$ cat config.mk
export PLATFORM = sky130hd
export DESIGN_NAME = umc_ram
export DESIGN_NICKNAME = d
export VERILOG_FILES = /design/src/rtl/core/umc_ram.sv
export SDC_FILE = /design/constraint.sdc
export NUM_CORES = 1
export LEC_CHECK = 0
export BUFFER_PORTS_ARGS = -buffer_cell sky130_fd_sc_hd__buf_4
export CORE_MARGIN = 2
export CORE_UTILIZATION = 53
export CTS_CLUSTER_SIZE = 24
export DETAILED_ROUTE_END_ITERATION = 7
export PLACE_DENSITY = 0.79
export SYNTH_ARGS = -nofsm -noshare
export SYNTH_HDL_FRONTEND = slang
export SYNTH_SLANG_ARGS = --single-unit
export TNS_END_PERCENT = 20
$ cat constraint.sdc
create_clock -name clk -period 2 [get_ports clk]
set_input_delay 0 -clock clk [delete_from_list [all_inputs] [get_ports clk]]
set_output_delay 0 -clock clk [all_outputs]
set_load 0.1 [all_outputs]
$ cat src/rtl/core/umc_ram.sv
// generic single-port-write, single-port-read ram with registered read
module umc_ram #(
    parameter int unsigned WIDTH = 8,
    parameter int unsigned DEPTH = 2
) (
    input  logic                                  clk,
    input  logic                                  we,
    input  logic [(DEPTH > 1 ? $clog2(DEPTH) : 1)-1:0] waddr,
    input  logic [WIDTH-1:0]                      wdata,
    input  logic                                  re,
    input  logic [(DEPTH > 1 ? $clog2(DEPTH) : 1)-1:0] raddr,
    output logic [WIDTH-1:0]                      rdata
);

    logic [WIDTH-1:0] mem [DEPTH];

    // write port
    always_ff @(posedge clk)
    begin
        if (we)
        begin
            mem[waddr] <= wdata;
        end
    end

    // registered read, data holds while re is low
    always_ff @(posedge clk)
    begin
        if (re)
        begin
            rdata <= mem[raddr];
        end
    end

endmodule

==> impl_metrics.tcl, run 1 <==
set metrics [dict create \
    start_util_pct 56.73 \
    cts_tree "built" \
    die_y_um 44.39 \
    cp_slowest_cell "edfxtp_1" \
    wire_per_inst_um 12.94 \
    n_antenna_cell 0 \
    netSwitchingFraction_pct 25.22 \
    post_synth.cell_area_avg_um2 24.70 \
    clockRootBuffer "clkbuf_4" \
    antenna_found_initial 0 \
    clockBufferDepth 2 \
    finalHoldViolations 0 \
    finalNonFillerCells 82 \
    grt_max_degree 13 \
    yosys-top-cells-area "edfxtp_1, mux2_4, buf_6, and2_1, nor2b_1" \
    tightest_slew_ns 0.6700 \
    boundaryPins 21 \
    die_x_um 44.39 \
    die-area_um2 1970 \
    slowest_delay_ns 0.35 \
    maxSlewViolCount 0 \
    vias 398 \
    dp_slack_ns 0.9749 \
    cts_setup_buffers 0 \
    nets 81 \
    crit_chain "buf_4" \
    fin_setup_tns_ns 0 \
    grt.overflow.total 0 \
    grt_pass1_wl_um 1656 \
    path_depth 1 \
    ys_seq_area_share_pct 83.36 \
    p_per_area_nw_per_um2 855.2 \
    drive_gt1_share_pct 46.97 \
    ys_warn_count 0 \
    nFillCells 84 \
    finalCritPeriodShare_pct 46.44 \
    syn2layout_area_growth_pct 31.40 \
    cp-start-kind "flip-flop" \
    p_comb_share_pct 18.3 \
    hp-class "primary input to flip-flop" \
    skew_ns 0.002651 \
    status "finished, final reports clean" \
    path_buf_inv 1 \
    synth_cell_types 5 \
    num_rows 14 \
    yosys.area.top_type "edfxtp_1" \
    reg2regPathDepth 1 \
    seqPwrFrac_pct 62.0 \
    fin_ws_ns 1.071 \
    place_congestion 0.6363 \
    critPathMaxFanout 1 \
    r2r_slack_ns 1.10 \
    hold_depth 2 \
    dpl_cell_area_um2 1023 \
    required_ns 2.00 \
    grt_pass1_vias 410 \
    syn_area_um2 864.6 \
    post-route-drc-count 0 \
    relSlewSlack_pct 55.24 \
    syn_inst 35 \
    maxCapViolations 0 \
    drtPass1Iterations 2 \
    drtIter0Drc 3 \
    insertion_delay_ns 0.29 \
    cp_top_family "flip-flops" \
    ys_ff_latch 24 \
    pwr-share-clk_pct 19.8 \
    netlist.area_leader.share_pct 83.36 \
    p_sw_w 0.0002450 \
    drt-total-wl_um 1061 \
    ant_nets 0 \
    crit_type "flip-flop to output port" \
    clk_pin_slew_ns 0.11 \
    cts_sinks 24 \
    max_freq_mhz 1077 \
    grt_usage_pct 12.33 \
    multi_input_comb_area_um2 132.6 \
    crit_arrival_ns 0.93 \
    vias_per_cell 4.854 \
    h-tree-depth 1 \
    p_leak_nw 0.4465 \
    dp_cells 70 \
    min_period_ns 0.9288 \
    finalSetupViolCount 0 \
    core_area_um2 1524 \
    finish.instance_area_um2 1136 \
    rsz0062_at_grt "false" \
    internal-power_w 0.0007266 \
    peakVddDrop_mv 0.6435 \
    io_buffers 20 \
    synth_nets 48 \
    seq_area_um2 720.7 \
    cts-buffers-inserted 3 \
    worstSetupEndpointType "output port" \
]
metal layers:
layer	up-vias	global-route usage (%)	wire length, um
li1	199	-	-
met1	178	13.14	430
met2	21	23.24	557
met3	0	2.449	74
met4	0	5.455	0
met5	-	0	0
flip-flops by register name, summed over array words and instances, names as in the netlist:
register and flops:
mem 16, rdata 8
synth_stat cells:
cell type   n
edfxtp_1   24
mux2_4      8
and2_1      1
nor2b_1     1
buf_6       1
what timing repair did:
| action | 4_1_cts | 5_1_grt |
|---|---|---|
| endpoints found under the hold margin | 24 | 0 |
| gates resized for setup | 0 | 0 |
| hold buffers | 9 | 0 |
metrics by stage:
stage | power, W | hold slack, ns | utilization (%)
global route | 0.001007 | 0.1132 | 74.55
detailed placement | 0.0007792 | 0.1876 | 67.16
CTS | 0.0009811 | 0.1176 | 74.55
global placement | 0.0007748 | 0.1876 | 67.16
finish | 0.0009716 | 0.1205 | 74.55
floorplan | 0.0007339 | 0.09887 | -
path summary, 6_finish.rpt:
check	start	endpoint
setup / recovery	rdata[2]$_DFFE_PP_	rdata[2]
hold / removal	waddr	mem[0][2]$_DFFE_PP_
setup reg to reg	mem[0][6]$_DFFE_PP_	rdata[6]$_DFFE_PP_
hold reg to reg	mem[1][5]$_DFFE_PP_	rdata[5]$_DFFE_PP_
layout by cell type (no fill, tap or decap):
cell type,instances
edfxtp_1,24
buf_4,20
dlygate4sd3_1,9
mux2_4,8
clkbuf_4,3
nor2b_1,1
and2_1,1
final cells by class:
cell class / count / share of cell area [%]
clock buffers: 3 / 1.982
multi-input cells: 10 / 11.67
flip-flops and latches: 24 / 63.44
well taps: 16 / 1.762
repair buffers: 29 / 21.15
cells by family (layout without fill, tap and decap cells):
group	count (synthesis)	after routing	synth area share [%]
DFF	24	24	83.36
muxes	8	8	13.89
and+or+nand+nor	2	2	1.448
buffers and inverters	1	32	1.302
power by group through the flow:
stage	Combinational (W)	Clock (W)	Sequential, W
after floorplan	0.0000344	0	0.000699
after global placement	0.000162	0	0.000613
after detailed placement	0.000164	0	0.000615
after CTS	0.000178	0.000200	0.000603
after global routing	0.000183	0.000218	0.000606
final	0.000177	0.000192	0.000602
(Power assumes the default switching activity.)
==> inputs of run 2 (changes only) <==
--- a/config.mk
+++ b/config.mk
@@ -7,10 +7,10 @@
 export LEC_CHECK = 0
 export BUFFER_PORTS_ARGS = -buffer_cell sky130_fd_sc_hd__buf_4
 export CORE_MARGIN = 2
-export CORE_UTILIZATION = 53
+export CORE_UTILIZATION = 50
 export CTS_CLUSTER_SIZE = 24
 export DETAILED_ROUTE_END_ITERATION = 7
-export PLACE_DENSITY = 0.79
+export PLACE_DENSITY = 0.75
 export SYNTH_ARGS = -nofsm -noshare
 export SYNTH_HDL_FRONTEND = slang
 export SYNTH_SLANG_ARGS = --single-unit
==> constraint.sdc (replaced) <==
create_clock -name clk -period 0.9 [get_ports clk]
set_input_delay 0 -clock clk [delete_from_list [all_inputs] [get_ports clk]]
set_output_delay 0 -clock clk [all_outputs]
set_load 0.1 [all_outputs]
==> run 2 against run 1 <==
  * The run now ends with setup timing left
  * Register-to-register slack worse by 1.1 ns
  * Global-route usage is 0.56 points higher
  * Sequential share of layout area is 2.1 points lower
  * Wire length is 8.3% higher
  * Combinational power is 130% higher
  * Clock-buffer cell count stayed put
  * Flip-flop and latch count stayed put
  * Clock power is 120% higher
  * Worst hold slack better by 0.014 ns
  * Cell area is 3.4% higher
  * Critical path depth stayed put
  * Critical path type is now flip-flop to flip-flop
  * Largest cell class unchanged
==> impl_metrics.tcl, run 2 (synthesized netlist as in run 1, its figures left out) <==
set metrics [dict create \
    status "complete, but fails checks" \
    violations "setup timing" \
    grt_pass1_wl_um 1745 \
    die_y_um 45.59 \
    h-tree-depth 1 \
    antenna_found_initial 0 \
    fin_ws_ns -0.01470 \
    io_buffers 20 \
    seq_area_um2 720.7 \
    num_rows 15 \
    p_comb_share_pct 18.9 \
    p_leak_nw 0.4616 \
    cp_top_family "flip-flops" \
    final_common_cell "edfxtp_1" \
    finalCritPeriodShare_pct 101.6 \
    min_period_ns 0.9147 \
    cts_sinks 24 \
    nFillCells 105 \
    start_util_pct 51.76 \
    finalSetupViolCount 1 \
    maxCapViolations 0 \
    crit_chain "mux2_4" \
    rsz0062_at_grt "true" \
    clk_pin_slew_ns 0.11 \
    largest-register "mem" \
    relSlewSlack_pct 75.39 \
    clockRootBuffer "clkbuf_4" \
    die_x_um 45.59 \
    cts-buffers-inserted 3 \
    nets 82 \
    drtIter0Drc 14 \
    multi_input_comb_area_um2 132.6 \
    total_power_w 0.002186 \
    finalHoldViolations 0 \
    die-area_um2 2078 \
    cp_slowest_cell "edfxtp_1" \
    vias_per_cell 4.952 \
    slowest_delay_ns 0.40 \
    seqPwrFrac_pct 61.6 \
    dp_slack_ns 0.0007543 \
    final_cell_mix "edfxtp_1, buf_4, dlygate4sd3_1" \
    largestRegisters "mem: 16 flops, rdata: 8 flops" \
    peakVddDrop_mv 0.9390 \
    finish.instance_area_um2 1175 \
    ant_nets 0 \
    drt-total-wl_um 1149 \
    p_sw_w 0.0005505 \
    clockBufferDepth 2 \
    grt.overflow.total 0 \
    skew_ns 0.007820 \
    netSwitchingFraction_pct 25.19 \
    path_buf_inv 0 \
    core_area_um2 1670 \
    n_antenna_cell 0 \
    place_congestion 0.6356 \
    dpl_cell_area_um2 1032 \
    p_per_area_nw_per_um2 1861 \
    hp-class "primary input to flip-flop" \
    cp-start-kind "flip-flop" \
    post-route-drc-count 0 \
    required_ns 0.96 \
    grt_usage_pct 12.89 \
    tightest_slew_ns 0.3692 \
    drtPass1Iterations 3 \
    crit_arrival_ns 0.97 \
    syn2layout_area_growth_pct 35.89 \
    max_freq_mhz 1093 \
    vias 416 \
    cts_tree "built" \
    insertion_delay_ns 0.30 \
    pwr-share-clk_pct 19.5 \
    maxSlewViolCount 0 \
    grt_pass1_vias 444 \
    grt_max_degree 13 \
    critPathMaxFanout 1 \
    internal-power_w 0.001635 \
    boundaryPins 21 \
    crit_type "flip-flop to flip-flop" \
    largest_register_ffs 16 \
    worstSetupEndpointType "flip-flop" \
    wire_per_inst_um 13.68 \
    drive_gt1_share_pct 47.76 \
]
run 2: power by group through the flow:
| stage | combinational (W) | clock, W | sequential, W |
|---|---|---|---|
| after floorplan | 0.0000764 | 0 | 0.00155 |
| after global placement | 0.000362 | 0 | 0.00136 |
| after detailed placement | 0.000367 | 0 | 0.00137 |
| after CTS | 0.000414 | 0.000450 | 0.00135 |
| after global routing | 0.000428 | 0.000490 | 0.00135 |
| final | 0.000412 | 0.000427 | 0.00135 |
run 2: final cells by class:
| type | instances | share of cell area, % |
|---|---|---|
| multi-input combinational | 10 | 11.29 |
| clock buffer | 3 | 1.917 |
| timing repair buffer | 30 | 23.64 |
| tap | 17 | 1.810 |
| sequential | 24 | 61.34 |
run 2: final timing paths:
kind                                     startpoint                 end  slack [ns]  cells past startpoint
worst min-delay path                          raddr  rdata[7]$_DFFE_PP_        0.13                      2
worst min register to register  mem[0][0]$_DFFE_PP_  rdata[0]$_DFFE_PP_        0.55                      1
worst max-delay path            mem[0][2]$_DFFE_PP_  rdata[2]$_DFFE_PP_       -0.01                      1
worst max register to register  mem[0][2]$_DFFE_PP_  rdata[2]$_DFFE_PP_       -0.01                      1
run 2: what timing repair did:
| action | 4_1_cts | 5_1_grt |
|---|---|---|
| buffers inserted | 0 | 0 |
| gates resized for setup | 8 | 0 |
| pin swaps | 0 | 0 |
| endpoints found under the hold margin | 24 | 0 |
| endpoints found under the setup margin | 10 | 15 |
| gates cloned | 0 | 0 |
| hold buffers | 9 | 0 |
run 2: stage by stage:
stage | instances | TNS (ns) | hold slack (ns) | util [%]
finish | 84 | -0.01470 | 0.1349 | 70.34
global route | 84 | -0.3460 | 0.1247 | 70.34
CTS | 84 | -0.1011 | 0.1291 | 70.34
detailed placement | 72 | 0 | 0.1874 | 61.80
global placement | 72 | 0 | 0.1851 | 61.80
floorplan | 35 | -0.03214 | 0.09887 | -
run 2: metal layers:
metal | global-route usage (%) | share of wire (%) | up-vias
met5 | 0 | 0 | -
met3 | 2.381 | 4.0 | 2
li1 | - | - | 202
met4 | 10.59 | 1.0 | 0
met2 | 23.38 | 56 | 17
met1 | 12.26 | 39 | 195
==> inputs of run 3 (changes only) <==
--- a/config.mk
+++ b/config.mk
@@ -5,6 +5,7 @@
 export SDC_FILE = /design/constraint.sdc
 export NUM_CORES = 1
 export LEC_CHECK = 0
+export ABC_CLOCK_PERIOD_IN_PS = 1040
 export BUFFER_PORTS_ARGS = -buffer_cell sky130_fd_sc_hd__buf_4
 export CORE_MARGIN = 2
 export CORE_UTILIZATION = 50
==> constraint.sdc (replaced) <==
create_clock -name clk -period 1.04 [get_ports clk]
set_input_delay 0 -clock clk [delete_from_list [all_inputs] [get_ports clk]]
set_output_delay 0 -clock clk [all_outputs]
set_load 0.1 [all_outputs]
==> run 3 against run 2 <==
  * Sequential share of layout area grew 1.6 points
  * Critical path type is now flip-flop to output port
  * Register-to-register slack improved by 0.15 ns
  * Critical endpoint is now rdata[5]
  * The flow now finishes without violations
  * Cell count unchanged
  * Die area stayed put
==> impl_metrics.tcl, run 3 (synthesized netlist as in run 1, its figures left out) <==
set metrics [dict create \
    peakVddDrop_mv 1.030 \
    total_power_w 0.001877 \
    worstHoldStart "raddr" \
    finalSetupViolCount 0 \
    status "finished, final reports clean" \
    skew_ns 0.0008678 \
    cts_sinks 24 \
    p_sw_w 0.0004762 \
    nets 82 \
    drtPass1Iterations 4 \
    hold-path-endpoint "rdata[7]$_DFFE_PP_" \
    io_buffers 20 \
    drtIter0Drc 4 \
    core_area_um2 1670 \
    largestRegisters "mem: 16 flops, rdata: 8 flops" \
    drt-total-wl_um 1147 \
    required_ns 1.04 \
    worstSetupEndpointType "output port" \
    p_per_area_nw_per_um2 1639 \
    vias 409 \
    grtUsageMet3_pct 2.381 \
    fin_setup_tns_ns 0 \
    cp_top_family "flip-flops" \
    p_leak_nw 0.4516 \
    die_x_um 45.59 \
    holdWs_ns 0.1296 \
    hp-class "primary input to flip-flop" \
    boundaryPins 21 \
    nFillCells 112 \
    h-tree-depth 1 \
    hold_depth 2 \
    rr_startpoint "mem[0][3]$_DFFE_PP_" \
    crit_arrival_ns 0.94 \
    finish.instance_area_um2 1145 \
    grt.overflow.total 0 \
    clockRootBuffer "clkbuf_4" \
    crit_type "flip-flop to output port" \
    cts-buffers-inserted 3 \
    insertion_delay_ns 0.30 \
    cp_slowest_cell "edfxtp_1" \
    place_congestion 0.6349 \
    final_common_cell "edfxtp_1" \
    crit_chain "buf_4" \
    p_comb_share_pct 18.3 \
    min_period_ns 0.9366 \
    maxSlewViolCount 0 \
    grt_max_degree 13 \
    maxCapViolations 0 \
    vias_per_cell 4.869 \
    critPathMaxFanout 1 \
    grt_usage_pct 12.87 \
    r2r-end "rdata[3]$_DFFE_PP_" \
    cts_resized 0 \
    grt_pass1_wl_um 1794 \
    start_util_pct 51.76 \
    path_buf_inv 1 \
    final_cell_mix "edfxtp_1, buf_4, dlygate4sd3_1" \
    cp-start-kind "flip-flop" \
    reg2regPathDepth 1 \
    wire_per_inst_um 13.65 \
    rsz0062_at_grt "false" \
    dpl_cell_area_um2 1032 \
    max_freq_mhz 1068 \
    pwr-share-clk_pct 19.9 \
    largest_register_ffs 16 \
    internal-power_w 0.001400 \
    relSlewSlack_pct 75.77 \
    finalHoldViolations 0 \
    post-route-drc-count 0 \
    met1_usage_pct 14.63 \
    top_usage_layer "met2" \
    r2r_slack_ns 0.14 \
    finalCritPeriodShare_pct 90.06 \
    finalNonFillerCells 84 \
    gr-usage-met2_pct 22.54 \
    antenna_found_initial 0 \
    seqPwrFrac_pct 61.8 \
    die-area_um2 2078 \
    clockBufferDepth 2 \
    cts_tree "built" \
    dp_cells 72 \
    clk_pin_slew_ns 0.11 \
    syn2layout_area_growth_pct 32.42 \
    ant_nets 0 \
    grt_pass1_vias 423 \
    n_antenna_cell 0 \
    slowest_delay_ns 0.35 \
    netSwitchingFraction_pct 25.38 \
    largest-register "mem" \
    num_rows 15 \
    drive_gt1_share_pct 47.76 \
    die_y_um 45.59 \
    tightest_slew_ns 0.3635 \
]
[run 3: cell counts in the layout (fill, tap and decap cells not counted)]
No cell type changed its count.
[run 3: power groups by stage]
stage | Clock (W) | Combinational (W) | Sequential [W]
global route | 0.000438 | 0.000358 | 0.00116
detailed placement | 0 | 0.000318 | 0.00118
CTS | 0.000390 | 0.000345 | 0.00116
global placement | 0 | 0.000313 | 0.00118
finish | 0.000374 | 0.000343 | 0.00116
floorplan | 0 | 0.0000661 | 0.00135
[run 3: area by class of cell]
cell class                 instances  area, um2  share of cell area [%]
timing repair buffer              30      247.7                   21.64
clock buffer                       3      22.52                   1.967
multi-input combinational         10      132.6                   11.58
sequential                        24      720.7                   62.95
tap                               17      21.27                   1.858
[run 3: per-layer routing]
| layer | up-vias | part of all wire, % |
|---|---|---|
| met5 | - | 0 |
| met4 | 0 | 1.6 |
| met3 | 2 | 5.3 |
| met2 | 19 | 53 |
| met1 | 188 | 39 |
| li1 | 200 | - |
[run 3: worst max-delay path by stage]
stage / start / to / slack, ns / depth (start not counted)
2_1_floorplan: rdata[0]$_DFFE_PP_ / rdata[0] / 0.14 / 0
3_3_place_gp: mem[0][5]$_DFFE_PP_ / rdata[5]$_DFFE_PP_ / 0.17 / 1
3_5_place_dp: mem[0][3]$_DFFE_PP_ / rdata[3]$_DFFE_PP_ / 0.14 / 1
4_1_cts: rdata[5]$_DFFE_PP_ / rdata[5] / 0.09 / 1
5_1_grt: rdata[5]$_DFFE_PP_ / rdata[5] / 0.04 / 1
6_report: rdata[5]$_DFFE_PP_ / rdata[5] / 0.10 / 1
[run 3: metrics by stage]
stage / setup WS [ns] / util (%)
floorplan: 0.1360 / -
global placement: 0.1695 / 61.80
detailed placement: 0.1369 / 61.80
CTS: 0.09347 / 68.54
global route: 0.03593 / 68.54
finish: 0.1034 / 68.54
[run 3: timing repair]
action | in CTS | in global routing
hold endpoints to repair | 24 | 0
setup buffers | 0 | 0
hold buffers | 9 | 0
